--- config.mk ---
export PLATFORM = sky130hd
export DESIGN_NAME = transient_peak_suppressor_core_flat
export DESIGN_NICKNAME = d
export VERILOG_FILES = /design/src/sv/tps_pkg.sv /design/src/sv/tps_if.sv /design/src/sv/tps_serial_mul.sv /design/src/sv/tps_serial_div.sv /design/src/sv/transient_peak_suppressor_core.sv /design/src/flat_wrapper.sv
export VERILOG_INCLUDE_DIRS = /design/src /design/src/sv
export SDC_FILE = /design/constraint.sdc
export NUM_CORES = 1
export LEC_CHECK = 0
export BUFFER_PORTS_ARGS = -buffer_cell sky130_fd_sc_hd__buf_2
export CAP_MARGIN = 20
export CORE_ASPECT_RATIO = 1.2
export CORE_MARGIN = 3
export CORE_UTILIZATION = 40
export DETAILED_ROUTE_END_ITERATION = 8
export HOLD_SLACK_MARGIN = 0.05
export PLACE_DENSITY_LB_ADDON = 0.1
export REMOVE_ABC_BUFFERS = 1
export SYNTH_ARGS = -nofsm -noshare
export SYNTH_HDL_FRONTEND = slang
export SYNTH_SLANG_ARGS = --single-unit
--- constraint.sdc ---
create_clock -name i_clk -period 6.4 [get_ports i_clk]
set_input_delay 0 -clock i_clk [delete_from_list [all_inputs] [get_ports i_clk]]
set_output_delay 0 -clock i_clk [all_outputs]
set_load 0.02 [all_outputs]
--- src/sv/transient_peak_suppressor_core_macros.svh ---
// Assertion macros shared by the transient peak suppressor RTL.
`ifndef TRANSIENT_PEAK_SUPPRESSOR_CORE_MACROS_SVH
`define TRANSIENT_PEAK_SUPPRESSOR_CORE_MACROS_SVH

// Same-cycle implication, disabled while reset is low.
`define TPS_ASSERT_IMP(lbl, clk, rst_n, ante, cons, msg) \
    lbl: assert property (@(posedge clk) disable iff (!rst_n) (ante) |-> (cons)) \
        else $error(msg);

// Next-cycle implication, disabled while reset is low.
`define TPS_ASSERT_NXT(lbl, clk, rst_n, ante, cons, msg) \
    lbl: assert property (@(posedge clk) disable iff (!rst_n) (ante) |=> (cons)) \
        else $error(msg);

`endif

--- src/sv/tps_pkg.sv ---
// Package: widths, constants and codes of the transient peak suppressor.
`default_nettype none

package tps_pkg;

    // Field and register widths
    localparam int SAMPLE_W   = 24;
    localparam int COEFF_W    = 16;
    localparam int AMOUNT_W   = 17;
    localparam int CFG_DATA_W = 17;
    localparam int CFG_IDX_W  = 2;

    // Serial multiplier: 24-bit multiplicand, 17-bit multiplier, one bit per cycle
    localparam int MUL_A_W   = 24;
    localparam int MUL_B_W   = 17;
    localparam int MUL_P_W   = MUL_A_W + MUL_B_W;
    localparam int MUL_STEPS = MUL_B_W;
    localparam int MUL_CNT_W = $clog2(MUL_STEPS);

    // Serial divider: 24 quotient bits, 25-bit divisor
    localparam int DEN_W     = 25;
    localparam int DIV_STEPS = SAMPLE_W;
    localparam int DIV_CNT_W = $clog2(DIV_STEPS);

    // Fixed-point constants (Q.23 magnitudes, Q1.16 amount)
    localparam logic [SAMPLE_W-1:0] THRESHOLD_Q23 = 24'h400000;
    localparam logic [SAMPLE_W-1:0] UNITY_Q23     = 24'h800000;
    localparam logic [DEN_W-1:0]    DEN_UNITY     = 25'h0800000;
    localparam logic [AMOUNT_W-1:0] AMOUNT_ONE    = 17'd65536;
    localparam logic [AMOUNT_W-1:0] AMOUNT_BYPASS = 17'd66;
    localparam logic [COEFF_W-1:0]  RELEASE_RESET = 16'd68;

    // Configuration register indexes
    typedef enum logic [CFG_IDX_W-1:0] {
        CFG_RELEASE = 2'd0,
        CFG_AMOUNT  = 2'd1
    } t_cfg_idx;

endpackage

`default_nettype wire

--- src/sv/tps_if.sv ---
// Stream interfaces: sample input and suppressed sample output.
`default_nettype none

interface tps_in_if import tps_pkg::*; ();
    logic                       valid;
    logic                       ready;
    logic signed [SAMPLE_W-1:0] sample_in;

    modport source (output valid, output sample_in, input ready);
    modport sink   (input valid, input sample_in, output ready);
endinterface

interface tps_out_if import tps_pkg::*; ();
    logic                       valid;
    logic                       ready;
    logic signed [SAMPLE_W-1:0] sample_out;
    logic                       reducing;

    modport source (output valid, output sample_out, output reducing, input ready);
    modport sink   (input valid, input sample_out, input reducing, output ready);
endinterface

`default_nettype wire

--- src/sv/tps_serial_mul.sv ---
// Bit-serial shift-add multiplier, one multiplier bit per cycle.
`default_nettype none

module tps_serial_mul import tps_pkg::*; (
    input  wire logic               i_clk,
    input  wire logic               i_rst_n,
    input  wire logic               i_start,
    input  wire logic [MUL_A_W-1:0] i_a,
    input  wire logic [MUL_B_W-1:0] i_b,
    output logic                    o_done,
    output logic [MUL_P_W-1:0]      o_prod
);

    logic [MUL_A_W-1:0]   r_a;
    logic [MUL_A_W-1:0]   r_hi;
    logic [MUL_B_W-1:0]   r_lo;
    logic [MUL_CNT_W-1:0] r_cnt;
    logic                 r_busy;
    logic                 r_done;
    logic [MUL_A_W:0]     w_sum;

    // Add the multiplicand when the low multiplier bit is set
    assign w_sum = {1'b0, r_hi} + (r_lo[0] ? {1'b0, r_a} : {(MUL_A_W + 1){1'b0}});

    // Control
    always_ff @(posedge i_clk) begin
        if (!i_rst_n) begin
            r_busy <= 1'b0;
            r_done <= 1'b0;
            r_cnt  <= '0;
        end else begin
            r_done <= 1'b0;
            if (i_start) begin
                r_busy <= 1'b1;
                r_cnt  <= '0;
            end else if (r_busy) begin
                r_cnt <= r_cnt + 1'b1;
                if (r_cnt == MUL_CNT_W'(MUL_STEPS - 1)) begin
                    r_busy <= 1'b0;
                    r_done <= 1'b1;
                end
            end
        end
    end

    // Datapath: partial sum shifts right into the multiplier register
    always_ff @(posedge i_clk) begin
        if (i_start) begin
            r_a  <= i_a;
            r_hi <= '0;
            r_lo <= i_b;
        end else if (r_busy) begin
            r_hi <= w_sum[MUL_A_W:1];
            r_lo <= {w_sum[0], r_lo[MUL_B_W-1:1]};
        end
    end

    assign o_done = r_done;
    assign o_prod = {r_hi, r_lo};

endmodule

`default_nettype wire

--- src/sv/tps_serial_div.sv ---
// Restoring divider: floor(mag * 2^23 / den), one quotient bit per cycle.
`default_nettype none

module tps_serial_div import tps_pkg::*; (
    input  wire logic                i_clk,
    input  wire logic                i_rst_n,
    input  wire logic                i_start,
    input  wire logic [SAMPLE_W-1:0] i_mag,
    input  wire logic [DEN_W-1:0]    i_den,
    output logic                     o_done,
    output logic [SAMPLE_W-1:0]      o_quot
);

    logic [DEN_W-1:0]     r_den;
    logic [DEN_W-1:0]     r_rem;
    logic [SAMPLE_W-1:0]  r_num;
    logic [SAMPLE_W-1:0]  r_quot;
    logic [DIV_CNT_W-1:0] r_cnt;
    logic                 r_busy;
    logic                 r_done;
    logic [DEN_W:0]       w_trial;
    logic [DEN_W:0]       w_diff;
    logic                 w_ge;

    // Trial subtraction of the divisor from the shifted remainder
    assign w_trial = {r_rem, r_num[SAMPLE_W-1]};
    assign w_diff  = w_trial - {1'b0, r_den};
    assign w_ge    = (w_trial >= {1'b0, r_den});

    // Control
    always_ff @(posedge i_clk) begin
        if (!i_rst_n) begin
            r_busy <= 1'b0;
            r_done <= 1'b0;
            r_cnt  <= '0;
        end else begin
            r_done <= 1'b0;
            if (i_start) begin
                r_busy <= 1'b1;
                r_cnt  <= '0;
            end else if (r_busy) begin
                r_cnt <= r_cnt + 1'b1;
                if (r_cnt == DIV_CNT_W'(DIV_STEPS - 1)) begin
                    r_busy <= 1'b0;
                    r_done <= 1'b1;
                end
            end
        end
    end

    // Datapath: the top 23 dividend bits preload the remainder, the rest shift in
    always_ff @(posedge i_clk) begin
        if (i_start) begin
            r_den  <= i_den;
            r_rem  <= {2'b00, i_mag[SAMPLE_W-1:1]};
            r_num  <= {i_mag[0], {(SAMPLE_W - 1){1'b0}}};
            r_quot <= '0;
        end else if (r_busy) begin
            r_rem  <= w_ge ? w_diff[DEN_W-1:0] : w_trial[DEN_W-1:0];
            r_num  <= {r_num[SAMPLE_W-2:0], 1'b0};
            r_quot <= {r_quot[SAMPLE_W-2:0], w_ge};
        end
    end

    assign o_done = r_done;
    assign o_quot = r_quot;

endmodule

`default_nettype wire

--- src/sv/transient_peak_suppressor_core.sv ---
// Path: a bypassed sample goes straight to the output register; a reduced sample
// passes the serial release multiply (skipped on a rising peak), the serial
// overshoot multiply and the serial divide before it reaches the output register.
// The single bit-serial multiplier and divider hold one sample at a time, so no
// new sample is taken until the output register has loaded the last result.
// Reset (synchronous, active low): envelope 0, release coefficient 68, amount 0.
`default_nettype none
`include "transient_peak_suppressor_core_macros.svh"

module transient_peak_suppressor_core import tps_pkg::*; (
    input  wire logic                  i_clk,
    input  wire logic                  i_rst_n,
    input  wire logic                  i_cfg_we,
    input  wire logic [CFG_IDX_W-1:0]  i_cfg_idx,
    input  wire logic [CFG_DATA_W-1:0] i_cfg_data,
    tps_in_if.sink                     i_in,
    tps_out_if.source                  o_out
);

    typedef enum logic [5:0] {
        ST_IDLE  = 6'b000001,
        ST_REL   = 6'b000010,
        ST_CHECK = 6'b000100,
        ST_OVR   = 6'b001000,
        ST_DIV   = 6'b010000,
        ST_EMIT  = 6'b100000
    } t_state;

    t_state r_state;
    t_state n_state;

    logic [COEFF_W-1:0]  r_coeff;
    logic [AMOUNT_W-1:0] r_amount;
    logic [SAMPLE_W-1:0] r_peak;
    logic [SAMPLE_W-1:0] r_raw;
    logic [SAMPLE_W-1:0] r_mag;
    logic                r_neg;
    logic [SAMPLE_W-1:0] r_res;
    logic                r_red;
    logic                r_out_valid;
    logic [SAMPLE_W-1:0] r_out_sample;
    logic                r_out_red;

    logic [SAMPLE_W-1:0] w_raw;
    logic                w_neg;
    logic [SAMPLE_W-1:0] w_mag;
    logic [AMOUNT_W-1:0] w_amt;
    logic                w_bypass;
    logic                w_accept;
    logic                w_rise;
    logic                w_over_th;
    logic [SAMPLE_W-1:0] w_over;
    logic                w_out_load;

    logic                w_mul_start;
    logic [MUL_A_W-1:0]  w_mul_a;
    logic [MUL_B_W-1:0]  w_mul_b;
    logic                w_mul_done;
    logic [MUL_P_W-1:0]  w_prod;
    logic                w_div_start;
    logic [DEN_W-1:0]    w_den;
    logic                w_div_done;
    logic [SAMPLE_W-1:0] w_quot;

    // Input decode: magnitude of the sample (2^23 for the most negative code)
    assign w_raw    = $unsigned(i_in.sample_in);
    assign w_neg    = w_raw[SAMPLE_W-1];
    assign w_mag    = w_neg ? (~w_raw + 1'b1) : w_raw;
    assign w_amt    = (r_amount > AMOUNT_ONE) ? AMOUNT_ONE : r_amount;
    assign w_bypass = (w_amt < AMOUNT_BYPASS);
    assign w_accept = i_in.valid && i_in.ready;
    assign w_rise   = (w_mag > r_peak);

    // Envelope vs threshold
    assign w_over_th = (r_peak > THRESHOLD_Q23);
    assign w_over    = r_peak - THRESHOLD_Q23;

    // Shared multiplier: release decay in idle, overshoot times amount in check
    assign w_mul_start = (r_state == ST_IDLE && w_accept && !w_bypass && !w_rise)
                      || (r_state == ST_CHECK && w_over_th);
    assign w_mul_a     = (r_state == ST_IDLE) ? (r_peak - w_mag) : w_over;
    assign w_mul_b     = (r_state == ST_IDLE) ? {1'b0, r_coeff} : w_amt;

    // Divisor 1 + 2 * overshoot * amount in Q.23
    assign w_den       = DEN_UNITY + w_prod[MUL_P_W-2:MUL_P_W-1-DEN_W];
    assign w_div_start = (r_state == ST_OVR) && w_mul_done;

    tps_serial_mul u_mul (
        .i_clk   (i_clk),
        .i_rst_n (i_rst_n),
        .i_start (w_mul_start),
        .i_a     (w_mul_a),
        .i_b     (w_mul_b),
        .o_done  (w_mul_done),
        .o_prod  (w_prod)
    );

    tps_serial_div u_div (
        .i_clk   (i_clk),
        .i_rst_n (i_rst_n),
        .i_start (w_div_start),
        .i_mag   (r_mag),
        .i_den   (w_den),
        .o_done  (w_div_done),
        .o_quot  (w_quot)
    );

    // Configuration registers
    always_ff @(posedge i_clk) begin
        if (!i_rst_n) begin
            r_coeff  <= RELEASE_RESET;
            r_amount <= '0;
        end else if (i_cfg_we) begin
            unique case (i_cfg_idx)
                CFG_RELEASE: r_coeff  <= i_cfg_data[COEFF_W-1:0];
                CFG_AMOUNT:  r_amount <= i_cfg_data[AMOUNT_W-1:0];
                default: ;
            endcase
        end
    end

    // Sequencer next state
    always_comb begin
        n_state = r_state;
        unique case (r_state)
            ST_IDLE: begin
                if (w_accept) begin
                    if (w_bypass) begin
                        n_state = ST_EMIT;
                    end else if (w_rise) begin
                        n_state = ST_CHECK;
                    end else begin
                        n_state = ST_REL;
                    end
                end
            end
            ST_REL: begin
                if (w_mul_done) n_state = ST_CHECK;
            end
            ST_CHECK: begin
                n_state = w_over_th ? ST_OVR : ST_EMIT;
            end
            ST_OVR: begin
                if (w_mul_done) n_state = ST_DIV;
            end
            ST_DIV: begin
                if (w_div_done) n_state = ST_EMIT;
            end
            ST_EMIT: begin
                if (w_out_load) n_state = ST_IDLE;
            end
            default: n_state = ST_IDLE;
        endcase
    end

    always_ff @(posedge i_clk) begin
        if (!i_rst_n) begin
            r_state <= ST_IDLE;
        end else begin
            r_state <= n_state;
        end
    end

    // Peak envelope: jump up on a larger non-bypassed magnitude, decay by the release product
    always_ff @(posedge i_clk) begin
        if (!i_rst_n) begin
            r_peak <= '0;
        end else if (r_state == ST_IDLE && w_accept && !w_bypass && w_rise) begin
            r_peak <= w_mag;
        end else if (r_state == ST_REL && w_mul_done) begin
            r_peak <= r_peak - w_prod[MUL_P_W-2:MUL_P_W-1-SAMPLE_W];
        end
    end

    // Per-sample working registers and result
    always_ff @(posedge i_clk) begin
        if (r_state == ST_IDLE && w_accept) begin
            r_raw <= w_raw;
            r_neg <= w_neg;
            r_mag <= w_mag;
            r_res <= w_raw;
            r_red <= 1'b0;
        end else if (r_state == ST_CHECK && !w_over_th) begin
            r_res <= r_raw;
            r_red <= 1'b0;
        end else if (r_state == ST_DIV && w_div_done) begin
            r_res <= r_neg ? (~w_quot + 1'b1) : w_quot;
            r_red <= 1'b1;
        end
    end

    // Output register
    assign w_out_load = (r_state == ST_EMIT) && (!r_out_valid || o_out.ready);

    always_ff @(posedge i_clk) begin
        if (!i_rst_n) begin
            r_out_valid <= 1'b0;
        end else if (w_out_load) begin
            r_out_valid <= 1'b1;
        end else if (o_out.ready) begin
            r_out_valid <= 1'b0;
        end
    end

    always_ff @(posedge i_clk) begin
        if (w_out_load) begin
            r_out_sample <= r_res;
            r_out_red    <= r_red;
        end
    end

    assign i_in.ready       = (r_state == ST_IDLE);
    assign o_out.valid      = r_out_valid;
    assign o_out.sample_out = $signed(r_out_sample);
    assign o_out.reducing   = r_out_red;

    // Checks
    `TPS_ASSERT_IMP(a_peak_bound, i_clk, i_rst_n, 1'b1, r_peak <= UNITY_Q23, "envelope above unity")
    `TPS_ASSERT_IMP(a_mul_owner, i_clk, i_rst_n, w_mul_done, (r_state == ST_REL) || (r_state == ST_OVR), "multiplier done outside a multiply step")
    `TPS_ASSERT_IMP(a_div_owner, i_clk, i_rst_n, w_div_done, r_state == ST_DIV, "divider done outside the divide step")
    `TPS_ASSERT_NXT(a_no_reduce, i_clk, i_rst_n, (r_state == ST_CHECK) && !w_over_th, (r_state == ST_EMIT) && !r_red, "sample below threshold not passed through")

endmodule

`default_nettype wire
--- src/flat_wrapper.sv ---
// flat-port wrapper written by rule: the top's interface ports become plain ports
module transient_peak_suppressor_core_flat import tps_pkg::*;
  (i_clk, i_rst_n, i_cfg_we, i_cfg_idx, i_cfg_data, i_in_valid, i_in_sample_in, i_in_ready, o_out_valid, o_out_sample_out, o_out_reducing, o_out_ready);
  tps_in_if i_in_i ();
  tps_out_if o_out_i ();
  input  wire logic i_clk;
  input  wire logic i_rst_n;
  input  wire logic i_cfg_we;
  input  wire logic [CFG_IDX_W-1:0] i_cfg_idx;
  input  wire logic [CFG_DATA_W-1:0] i_cfg_data;
  input wire logic [$bits(i_in_i.valid)-1:0] i_in_valid;
  input wire logic [$bits(i_in_i.sample_in)-1:0] i_in_sample_in;
  output wire logic [$bits(i_in_i.ready)-1:0] i_in_ready;
  output wire logic [$bits(o_out_i.valid)-1:0] o_out_valid;
  output wire logic [$bits(o_out_i.sample_out)-1:0] o_out_sample_out;
  output wire logic [$bits(o_out_i.reducing)-1:0] o_out_reducing;
  input wire logic [$bits(o_out_i.ready)-1:0] o_out_ready;
  assign i_in_i.valid = i_in_valid;
  assign i_in_i.sample_in = i_in_sample_in;
  assign i_in_ready = i_in_i.ready;
  assign o_out_valid = o_out_i.valid;
  assign o_out_sample_out = o_out_i.sample_out;
  assign o_out_reducing = o_out_i.reducing;
  assign o_out_i.ready = o_out_ready;
  transient_peak_suppressor_core u_core (.i_clk(i_clk), .i_rst_n(i_rst_n), .i_cfg_we(i_cfg_we), .i_cfg_idx(i_cfg_idx), .i_cfg_data(i_cfg_data), .i_in(i_in_i), .o_out(o_out_i));
endmodule
## Word level (Yosys, flattened, before mapping)

Cells that the tools add are included.
W data, S select, Z words.

| operators by class | value |
|---|---|
| $add $sub $neg | 10 |
| multipliers | 0 |
| divide/modulo/power cells | 0 |
| magnitude comparators | 5 |
| eq/ne operators | 14 |
| shift operators | 0 |
| muxes and demuxes | 37 |
| bitwise gates (word level) | 5 |
| reductions and logical operators | 31 |

Operators by type and width:

| cell | count |
|---|---|
| $mux W24 | 11 |
| $mux W17 | 4 |
| $add A24 B1 Y24 const B | 2 |
| $not A24 Y24 | 2 |
| $sub A24 B24 Y24 | 2 |
| $mux W23 | 2 |
| $mux W6 | 7 |
| $pmux W6 S6 | 1 |
| $ge A26 B25 Y1 | 1 |
| $add A24 B25 Y25 | 1 |
| $add A24 B25 Y25 const A | 1 |
| $mux W25 | 1 |
| $sub A25 B25 Y25 | 1 |
| $gt A24 B23 Y1 const B | 1 |
| $gt A24 B24 Y1 | 1 |
| $sub A24 B23 Y24 const B | 1 |
| $gt A17 B17 Y1 const B | 1 |
| $lt A17 B7 Y1 const B | 1 |
| $logic_and A1 B1 Y1 | 11 |
| $add A5 B1 Y5 const B | 2 |
| $eq A5 B5 Y1 const B | 2 |
| $mux W1 | 10 |
| $ne A2 B2 Y1 const B | 4 |
| $reduce_bool A2 Y1 | 4 |
| 18 further kinds | 28 |

| storage, ports and cells | value |
|---|---|
| flip-flop bits (word level) | 317 |
| bits in latches | 0 |
| bits in writable memories | 0 |
| bits in read-only memories | 0 |
| input bits | 48 |
| output and inout port bits | 27 |
| memories kept | 0 |

## Depth between registers and ports, before layout

| depth | value |
|---|---|
| word-level depth | 8 |
| gate-level depth with buffers | 21 |
| gate-level depth less buffers | 19 |

## Cells and area by module

Synthesis repeated with hierarchy kept, for this count alone.

| unflattened totals | value |
|---|---|
| cell total of the unflattened synthesis | 1898 |
| area, all modules | 18318.8 µm² |

By module, submodules not included:

| module | instances | cells each | area each (µm²) | seq. area each (µm²) |
|---|---|---|---|---|
| transient_peak_suppressor_core | 1 | 1094 | 9793.1 | 4184.0 |
| tps_serial_div | 1 | 444 | 4613.2 | 2132.0 |
| tps_serial_mul | 1 | 360 | 3912.5 | 1851.8 |

## Least setup slack after synthesis

No wires, ideal clock.

| path | value |
|---|---|
| path kind | in2reg |
| start point | in i_in_sample_in[6] |
| end point | reg u_core.u_mul.r_lo[0], enable pin |
| setup time | 375 ps |
| arrival | 4785 ps |
| data required time | 6025 ps |
| slack | 1240 ps |
| cell stages on the path | 20 |
| cells stage by stage | or4_1 or2_4 or3_4 or3_4 or3_1 o31ai_1 xnor2_1 inv_1 ha_1 clkbuf_1 a21o_1 a21o_1 a21o_1 or3_1 nor3_1 nor2_2 a21bo_1 buf_4 buf_6 nand2b_1 |

| between the ends | value |
|---|---|
| word-level cells in the longest chain between the ends | 8 |

RTL lines:

| element | line | RTL |
|---|---|---|
| start: declaration | flat_wrapper.sv:12 | `input wire logic [$bits(i_in_i.sample_in)-1:0] i_in_sample_in;` |
| $not A24 Y24 | transient_peak_suppressor_core.sv:68 | `assign w_mag = w_neg ? (~w_raw + 1'b1) : w_raw;` |
| $add A24 B1 Y24 | transient_peak_suppressor_core.sv:68 |  |
| $mux W24 | transient_peak_suppressor_core.sv:68 |  |
| via u_core.w_mag[21] | transient_peak_suppressor_core.sv:46 | `logic [SAMPLE_W-1:0] w_mag;` |
| $gt A24 B24 Y1 | transient_peak_suppressor_core.sv:72 | `assign w_rise = (w_mag > r_peak);` |
| $logic_not A1 Y1 | transient_peak_suppressor_core.sv:79 | `assign w_mul_start = (r_state == ST_IDLE && w_accept && !w_bypass && !w_rise)` |
| $logic_and A1 B1 Y1 | transient_peak_suppressor_core.sv:79 |  |
| $logic_or A1 B1 Y1 | transient_peak_suppressor_core.sv:80 | `\|\| (r_state == ST_CHECK && w_over_th);` |
| $reduce_bool A2 Y1 (no source line) | - |  |
| end signal: assignment | tps_serial_mul.sv:51 | `r_lo <= i_b;` |
| end signal: assignment | tps_serial_mul.sv:54 | `r_lo <= {w_sum[0], r_lo[MUL_B_W-1:1]};` |
| end: declaration | tps_serial_mul.sv:16 | `logic [MUL_B_W-1:0] r_lo;` |

The timed path passes the listed nets, and every way through them passes these cells.
A chain may end at the register's enable or synchronous reset.

## Worst setup path after layout

| path | value |
|---|---|
| start point | in i_in_sample_in[6] |
| end point | reg u_core.u_mul.r_lo[10] (data pin) |

| between the ends | value |
|---|---|
| word-level cells in the longest chain between the ends | 8 |

RTL lines:

| element | line | RTL |
|---|---|---|
| $not A24 Y24 | transient_peak_suppressor_core.sv:68 |  |
| $add A24 B1 Y24 | transient_peak_suppressor_core.sv:68 |  |
| $mux W24 | transient_peak_suppressor_core.sv:68 |  |
| via u_core.w_mag[21] | transient_peak_suppressor_core.sv:46 |  |
| $gt A24 B24 Y1 | transient_peak_suppressor_core.sv:72 |  |
| $logic_not A1 Y1 | transient_peak_suppressor_core.sv:79 |  |
| $logic_and A1 B1 Y1 | transient_peak_suppressor_core.sv:79 |  |
| $logic_or A1 B1 Y1 | transient_peak_suppressor_core.sv:80 |  |
| $mux W17 | tps_serial_mul.sv:48 | `if (i_start) begin` |

The timed path passes the listed nets, and every way through them passes these cells.

==> metrics.md <==
| Metric | Value |
|---|---|
| Outcome | `finished clean` |
| CTS tree | `built` |
| Number of max-cap violations | `0` |
| Initial DRC Count | `708` |
| Area leader, netlist | `edfxtp_1` |
| Ratio of final minimum period to clock period | `90.3%` |
| Ranking of synthesized cells by area | `edfxtp_1, dfxtp_1, ha_1` |
| Worst slew pin tran | `0.951 ns` |
| CTS root buffer | `clkbuf_16` |
| Vias after detailed routing | `14.2k` |
| Commonest non-fill, non-tap cells in the layout | `nand2_1, edfxtp_1, a21oi_1` |
| Netlist cell types | `84` |
| Vias in the first global route | `13.9k` |
| DR DRC count | `0` |
| Leak | `8.47 nW` |
| Setup WS pre-CTS | `0.657 ns` |
| Most used cell, CP | `a21o_1` |
| Share of layout cells above drive strength 1 | `9.09%` |
| Via density | `5.34` |
| Mapped cell area | `18100 um2` |
| Hold WS | `0.242 ns` |
| Clock slew at reported path FFs | `0.07 ns` |
| IO Port Bufs | `74` |
| Skew-Pair Late Insertion Delay | `0.55 ns` |
| Unrepaired setup endpoints after global routing | `false` |
| Chip Height | `239 um` |
| Initial antenna violation count | `3` |
| Area growth syn-to-layout | `14.8%` |
| CTS Buffer Depth | `3` |
| Setup repair bufs after CTS | `0` |
| Type of the worst setup path | `input port to register` |
| First-pass GRT wire length | `76900 um` |
| Cells along the critical path | `dlygate4sd3_1 -> buf_2 -> or4_1 -> or2_4 -> or3_4 -> or3_4 -> or3_1 -> o31ai_1 -> xnor2_1 -> inv_1 -> ha_1 -> a21o_1 -> a21o_1 -> a21o_1 -> or3_1 -> nor3_1 -> nor2_2 -> a21bo_2 -> buf_4 -> mux2_1` |
| Seq/Total Area, Yosys | `45.0%` |
| Fin. max-slew vios | `0` |
| Slew HR | `36.6%` |
| Critical Path Sink Type | `register` |
| Slowest CP cell | `or4_1` |
| Synth Register Bits | `315` |
| TritonCTS Sinks | `315` |
| Final hold vios | `0` |
| Maximum VDD drop | `0.000196 V` |
| Fillers | `4338` |
| Rows | `84` |
| # IOs | `75` |
| Commonest non-fill, non-tap cell in the layout | `nand2_1` |
| Cell Pwr Density | `322 nW/um2` |
| Hold buffer count at cts | `53` |
| Number of synthesized flops with an enable pin | `186` |
| Area of the die | `48000 um2` |
| CTS Buf Count | `37` |
| Fraction of registers with async set/reset | `0%` |
| Die width | `200 um` |
| Dpl hpwl | `34900 um` |
| Worst Path Required | `6.69 ns` |
| Cts repair resizes | `0` |
| Post-synthesis cell count | `1925` |
| CORE AREA | `44400 um2` |
| Clk_skew | `0.0134 ns` |
| Min-delay worst type | `input port to register` |
| Initial Util | `40.9%` |
| Pin count of the biggest net entering global routing | `73` |
| Prevailing post-synth register cell | `edfxtp_1` |
| Final setup viols | `0` |
| Syn. warnings | `0` |
| Yosys top cell area share | `30.8%` |
| Final Util | `47.0%` |
| RePlAce Congestion | `0.864` |
| Syn_area_per_cell | `9.43 um2` |
| CP peak stage delay | `0.55 ns` |
| Routed len/inst | `18.5 um` |
| Gr ovfl total | `0` |
| Max Freq | `173 MHz` |
| Crit path arrival time | `6.07 ns` |
| Antenna viol nets, final | `0` |
| Global Route Usage Sum | `20.2%` |
| Final Cell Area | `20800 um2` |
| Drt total wl | `49100 um` |
| Final WS setup | `0.622 ns` |
| Crit-path max FO | `72` |
| Post-route minimum period | `5.78 ns` |
| Router iterations before antenna repair | `6` |
| Layout Nets | `2170` |
| # H-tree levels | `2` |
| Crit path launch type | `input port` |
| TNS Setup | `0 ns` |
| Placed Area | `19000 um2` |
[kinds of logic after synthesis]
logic type | share of synthesized area [%]
AO/OA/AOI/OAI | 16.7
AND/OR/NAND/NOR | 16.2
adder cells (fa/ha/maj) | 7.56
buffers and inverters | 4.65
multiplexers | 3.59
XOR/XNOR | 6.32
flip-flops | 45.0
[per-stage QoR]
stage / total power, W / cells
after floorplan: 0.00391 / 1835
after global placement: 0.00449 / 2527
after CTS: 0.00679 / 2648
after detailed placement: 0.00451 / 2527
after global routing: 0.00709 / 2650
final: 0.00671 / 2650
[cell usage after synthesis (all sizes together), types with 9 or more instances]
cell type    n
buf         14
or2         13
nor2b       18
a22o         9
nand2b      21
nand4       16
clkbuf      76
dfxtp      129
mux2i       55
ha         100
a21oi      182
or3         23
xnor2       55
inv        115
edfxtp     186
xor2        75
nand2      212
a21o        46
nor2       158
and2        28
a2bb2oi     14
o21ai      107
nand3       45
nor3        32
o21a        10
mux2         9
a31oi       11
nor3b        9
and3         9
a211oi      15
o31ai       13
[state kept, by name (all words and copies together) (netlist names), 6 cells and up]
name / flops
u_core.r_res: 24
u_core.u_mul.r_hi: 24
u_core.u_mul.r_a: 24
u_core.r_mag: 24
u_core.r_coeff: 16
u_core.r_amount: 17
u_core.u_div.o_quot: 24
u_core.r_raw: 22
u_core.o_out.sample_out: 24
u_core.u_mul.r_lo: 17
u_core.u_div.r_rem: 25
u_core.r_state: 6
u_core.u_div.r_den: 25
u_core.r_peak: 24
[per-layer routing]
metal	part of all wire (%)	wire length [um]	track usage, %
met5	0.049	24	0
met2	47	23300	34.2
met3	4.1	2030	3.68
met4	4.3	2140	9.24
met1	44	21600	25.2
[worst max-delay path, delay by kind of cell]
kind / cells / cell delay, ns
buf+inv: 4 / 1.16
simple gates: 8 / 2.74
fa+ha+maj: 1 / 0.41
mux: 1 / 0.43
compound gates: 5 / 1.09
xor+xnor: 1 / 0.21
[report_power, final]
part / total, W / switching (W) / internal (W)
Clock: 0.00222 / 0.000864 / 0.00135
Sequential: 0.00267 / 0.000226 / 0.00244
Combinational: 0.00182 / 0.00111 / 0.000719
[path summary, 6_finish.rpt]
check                                start                              endpoint  slack (ns)  depth (start not counted)
max                      i_in_sample_in[6]       u_core.u_mul.r_lo[10]$_DFFE_PP_        0.62                         20
min                      i_in_sample_in[1]             u_core.r_raw[1]$_DFFE_PP_        0.24                          2
max reg2reg  u_core.r_peak[0]$_SDFFE_PN0P_       u_core.u_mul.r_lo[10]$_DFFE_PP_        1.72                         16
min reg2reg      u_core.r_res[5]$_DFFE_PP_  u_core.o_out.sample_out[5]$_DFFE_PP_        0.42                          0
[cell type report]
cell class                      count  area [um2]  area share (%)
Multi-Input combinational cell   1404        9170            44.0
Clock buffer                       49        1040            5.01
Clock inverter                     19         230            1.11
Inverter                          116         435            2.09
Tap cell                          602         753            3.62
Sequential cell                   315        8170            39.2
Antenna cell                        1        2.50          0.0120
Timing Repair Buffer              144        1030            4.96
Note: power is estimated with default switching activity, not from simulation.
